===== config.mk =====
export PLATFORM = sky130hd
export DESIGN_NAME = sbe_ram
export DESIGN_NICKNAME = d
export VERILOG_FILES = /design/src/sbe_ram.sv
export SDC_FILE = /design/constraint.sdc
export NUM_CORES = 2
export LEC_CHECK = 0
export CORE_MARGIN = 10
export CORE_UTILIZATION = 55
export CTS_BUF_LIST = sky130_fd_sc_hd__clkbuf_8 sky130_fd_sc_hd__clkbuf_16
export CTS_CLUSTER_SIZE = 10
export DETAILED_ROUTE_END_ITERATION = 6
export DONT_BUFFER_PORTS = 1
export PLACE_DENSITY = 0.79
export REMOVE_ABC_BUFFERS = 1
export SYNTH_ARGS = -nofsm -noshare
export SYNTH_HDL_FRONTEND = slang
export SYNTH_SLANG_ARGS = --single-unit

===== constraint.sdc =====
create_clock -name clk -period 4.3 [get_ports clk]
set_clock_uncertainty 0.1 [all_clocks]
set_input_delay 0 -clock clk [delete_from_list [all_inputs] [get_ports clk]]
set_output_delay 0 -clock clk [all_outputs]
set_load 0.01 [all_outputs]

===== src/sbe_ram.sv =====
`timescale 1ns / 1ps
// ----------------------------------------------------------------------------
// sbe_ram
// Generic single-write, single-read RAM with registered read data.
// ----------------------------------------------------------------------------
module sbe_ram #(
  parameter int WIDTH = 32,
  parameter int DEPTH = 64
) (
  input  logic                                   clk,
  input  logic                                   we,
  input  logic [((DEPTH > 1) ? $clog2(DEPTH) : 1)-1:0] waddr,
  input  logic [WIDTH-1:0]                       wdata,
  input  logic [((DEPTH > 1) ? $clog2(DEPTH) : 1)-1:0] raddr,
  output logic [WIDTH-1:0]                       rdata
);

  logic [WIDTH-1:0] mem [DEPTH];

  always_ff @(posedge clk) begin
    if (we) begin
      mem[waddr] <= wdata;
    end
    rdata <= mem[raddr];
  end

endmodule


# After elaboration in Yosys (flattened, before gate mapping)
# Memories as Yosys holds them, arrays and structs flattened. A register that Yosys moved wholly into a read port is not among the register bits.
# Index checks and enable logic that the tools add are counted.
# W data, S select, Z words.
dict set report classes {
  muxes 2
}
# op count
set ops {}
lappend ops {{$mux W1} 2}
dict set report word_totals {
  memories 1
  output_inout_bits 32
  input_bits 46
  register_bits 0
  elab_cells 3
  mem_bits_rw 2048
}
# memory words width rd rd_clocked_by_memory_dff wr line_no
set mem_list {}
lappend mem_list {mem 64 32 1 1 1 18} ;# logic [WIDTH-1:0] mem [DEPTH];

# Logic depth before layout (Yosys ltp)
dict set report logic_depth {
  word_depth 2
  depth_mapped 10
  ltp_nobuf 5
}

# Least setup slack after synthesis
# No wires, ideal clock.
dict set report synth_path {
  path_kind {input to register}
  startpoint {input waddr[3] in the netlist's numbering}
  endpoint {memory mem[48][0], enable pin}
  arrival_time_ns 2.699
  path_stages 4
  path_buffers 1
  setup_slack_ns 1.040
  t_required_ns 3.739
  setup_time_ns 0.461
  path_cell_list {clkbuf_1 -> nor2b_1 -> nand4b_1 -> nor3_1}
}
# item line_no
set synth_lines {}
lappend synth_lines {{start: declaration} 12} ;# input logic [((DEPTH > 1) ? $clog2(DEPTH) : 1)-1:0] waddr,
lappend synth_lines {{end: declaration} 18}
# Straight into the memory's write port.

==> impl_metrics.tcl <==
set metrics [dict create \
    outcome "finished, violations left" \
    violations "DRC" \
    r2r_cells 8 \
    drt_iter0_drc 7465 \
    crit_top_cell "dlygate4sd3_1" \
    numPortBuffers 0 \
    fin_cells 5617 \
    start_util_pct 55.39 \
    chipHeight_um 397.8 \
    vias 39390 \
    yosysSeqAreaShare_pct 79.14 \
    drt-total-wl_mm 218.5 \
    synth_area_per_cell_um2 23.62 \
    grt_usage_pct 26.83 \
    post-route-period-util_pct 99.51 \
    root_buffer "clkbuf_16" \
    whs_ns 0.08616 \
    cts_made_buffers 226 \
    cp.depth 10 \
    min_period_ns 4.279 \
    detail-route-antenna-nets 0 \
    crit_buf_inv 5 \
    vias_per_cell 7.012 \
    hold_path.class "input pin to flop" \
    ys_ff_latch 2080 \
    first_global_vias 39880 \
    grt_pass1_wl_mm 301.1 \
    synth_top_flop_cell "edfxtp_1" \
    syn_area_um2 78520 \
    cts.clk_slew.worst_paths_ns 0.06 \
    ys_types 34 \
    drt_first_pass_iters 7 \
    die-area_um2 158300 \
    crit_arrival_ns 4.95 \
    syn2layout_area_growth_pct 13.96 \
    finalHoldViolCount 0 \
    p_per_area_nw_per_um2 467.4 \
    tritoncts "done" \
    place_inst 5112 \
    slew_headroom_pct 11.81 \
    vdd_drop_max_mv 0.4316 \
    ys_top_cells_by_area "edfxtp_1 (78%), mux4_2 (16%), mux2i_1 (1.2%)" \
    crit_fanout 23 \
    clk_latency_ns 0.84 \
    fin_setup_tns_ns 0 \
    crit_chain "dlygate4sd3_1, nand2b_2, buf_4, o221ai_1, a21oi_1, dlygate4sd3_1, a21oi_1, dlygate4sd3_1, nor2_1, dlygate4sd3_1" \
    cp-start-kind "input pin" \
    setup_viol 0 \
    power.total_mw 41.83 \
    cp_top_family "buffers and inverters" \
    synth-edff-count 2048 \
    synth_warnings 0 \
    cts.sinks 2080 \
    cp.required_ns 4.97 \
    max_cap_viol_count 0 \
    crit_type "input pin to flop" \
    fmax_mhz 233.7 \
    final_util_pct 63.12 \
    routabilityCongestion 0.7967 \
    die_w_um 397.8 \
    clock_path_buffers 3 \
    post_cts_resize_count 0 \
    synth_top_cell_area_share_pct 78.33 \
    async_flop_share_pct 0 \
    drive_gt1_share_pct 26.30 \
    grt_max_degree 505 \
    grt_overflow 0 \
    syn_inst 3324 \
    core_area_um2 141800 \
    critical-path-max-stage-delay_ns 1.34 \
    p_leak_nw 28.29 \
    holdPathStages 2 \
    num_io_pins 78 \
    drv_slew 0 \
    nNetsFinal 3614 \
    drc 4 \
    antenna_found_initial 14 \
    post_drt_wl_per_cell_um 38.91 \
    critPathSlowestCell "dlygate4sd3_1" \
    tightest_slew_ns 1.319 \
    num_rows 138 \
    end_kind "flop" \
    yosys.area.top_type "edfxtp_1" \
    rsz0062_at_grt "no" \
    hpwl_mm 98.89 \
    h-tree-depth 4 \
]
==> worst register-to-register path, cell delays in order (launching register included) <==
cell and delay (ns):
edfxtp_1 0.40, mux4_2 0.49, o221ai_1 0.29, a21oi_1 0.12
dlygate4sd3_1 0.66, a21oi_1 0.13, dlygate4sd3_1 0.58, nor2_1 0.05
dlygate4sd3_1 0.58
==> through the flow <==
| stage | cell area, µm² | setup slack, ns |
|---|---|---|
| 2_1_floorplan | 77630 | 1.192 |
| 3_3_place_gp | 81070 | 1.483 |
| 3_5_place_dp | 81070 | 1.547 |
| 4_1_cts | 89310 | 0.2687 |
| 5_1_grt | 89460 | 0.1090 |
| 6_report | 89480 | 0.02106 |
==> registers in the layout (all words and copies together) (netlist names) <==
name   flops
rdata     32
mem     2048
==> cell usage after synthesis, types with 5 or more instances <==
cell type	number
mux2i_1	93
a21oi_1	62
buf_6	5
o221ai_1	27
nor2b_1	15
nand3_1	5
a22oi_1	12
nor2_1	137
buf_1	21
mux4_2	544
a311oi_1	8
nand2_1	26
nand3b_1	5
o22ai_1	84
buf_2	57
nand2b_1	8
edfxtp_1	2048
nor3_1	7
buf_4	25
clkbuf_1	74
dfxtp_1	32
==> path summary, 6_finish.rpt <==
path,start,to,slack [ns]
setup / recovery,raddr[5],rdata[12],0.02
hold / removal,wdata[18],mem[24][18],0.09
setup reg to reg,mem[6][12],rdata[12],0.76
hold reg to reg,mem[13][4],rdata[4],0.66
==> placed cells by master, fill, tap and decap left out, types with 15 or more instances in the layout <==
| cell | count |
|---|---|
| nor2_1 | 75 |
| o22ai_1 | 84 |
| clkbuf_16 | 233 |
| mux2i_1 | 93 |
| buf_4 | 80 |
| buf_16 | 43 |
| nor2_4 | 62 |
| edfxtp_1 | 2048 |
| mux4_2 | 544 |
| a21oi_1 | 62 |
| dfxtp_1 | 32 |
| nand2_1 | 26 |
| nor2b_1 | 15 |
| o221ai_1 | 27 |
| dlygate4sd3_1 | 72 |
| inv_1 | 137 |
==> final cells by class <==
| type | count | area, µm² |
|---|---|---|
| diodes | 12 | 30.03 |
| clock buffers | 233 | 5819 |
| clock inverters | 142 | 586.8 |
| fillers | 8573 | 52280 |
| multi-input cells | 1062 | 15970 |
| flip-flops and latches | 2080 | 62140 |
| well taps | 1890 | 2365 |
| repair buffers | 198 | 2570 |
==> cell families after synthesis <==
kind of cell           count (synthesis)  synth area share (%)
DFF                                 2080                 79.14
buffers and inverters                182                 1.128
and+or+nand+nor                      223                 1.265
muxes                                637                 16.79
AOI/OAI and AO/OA                    202                 1.673
==> routing by layer <==
| metal | track usage (%) | vias to the layer above | share of wire [%] |
|---|---|---|---|
| li1 | - | 14740 | - |
| met1 | 34.81 | 20260 | 32 |
| met2 | 42.57 | 3665 | 49 |
| met3 | 7.508 | 714 | 14 |
| met4 | 12.09 | 10 | 5.4 |
| met5 | 0 | - | 0.028 |
==> where the power goes <==
group	internal, mW	switching (mW)
Combinational	0.828	1.26
Sequential	22.5	0.129
Clock	9.61	7.54
Total	32.9	8.93
==> repair_timing <==
action	in CTS	in global routing
hold buffers	113	0
endpoints found under the hold margin	2455	0
endpoints found under the setup margin	0	3
buffers inserted	0	0
Note: power is estimated with default switching activity, not from simulation.
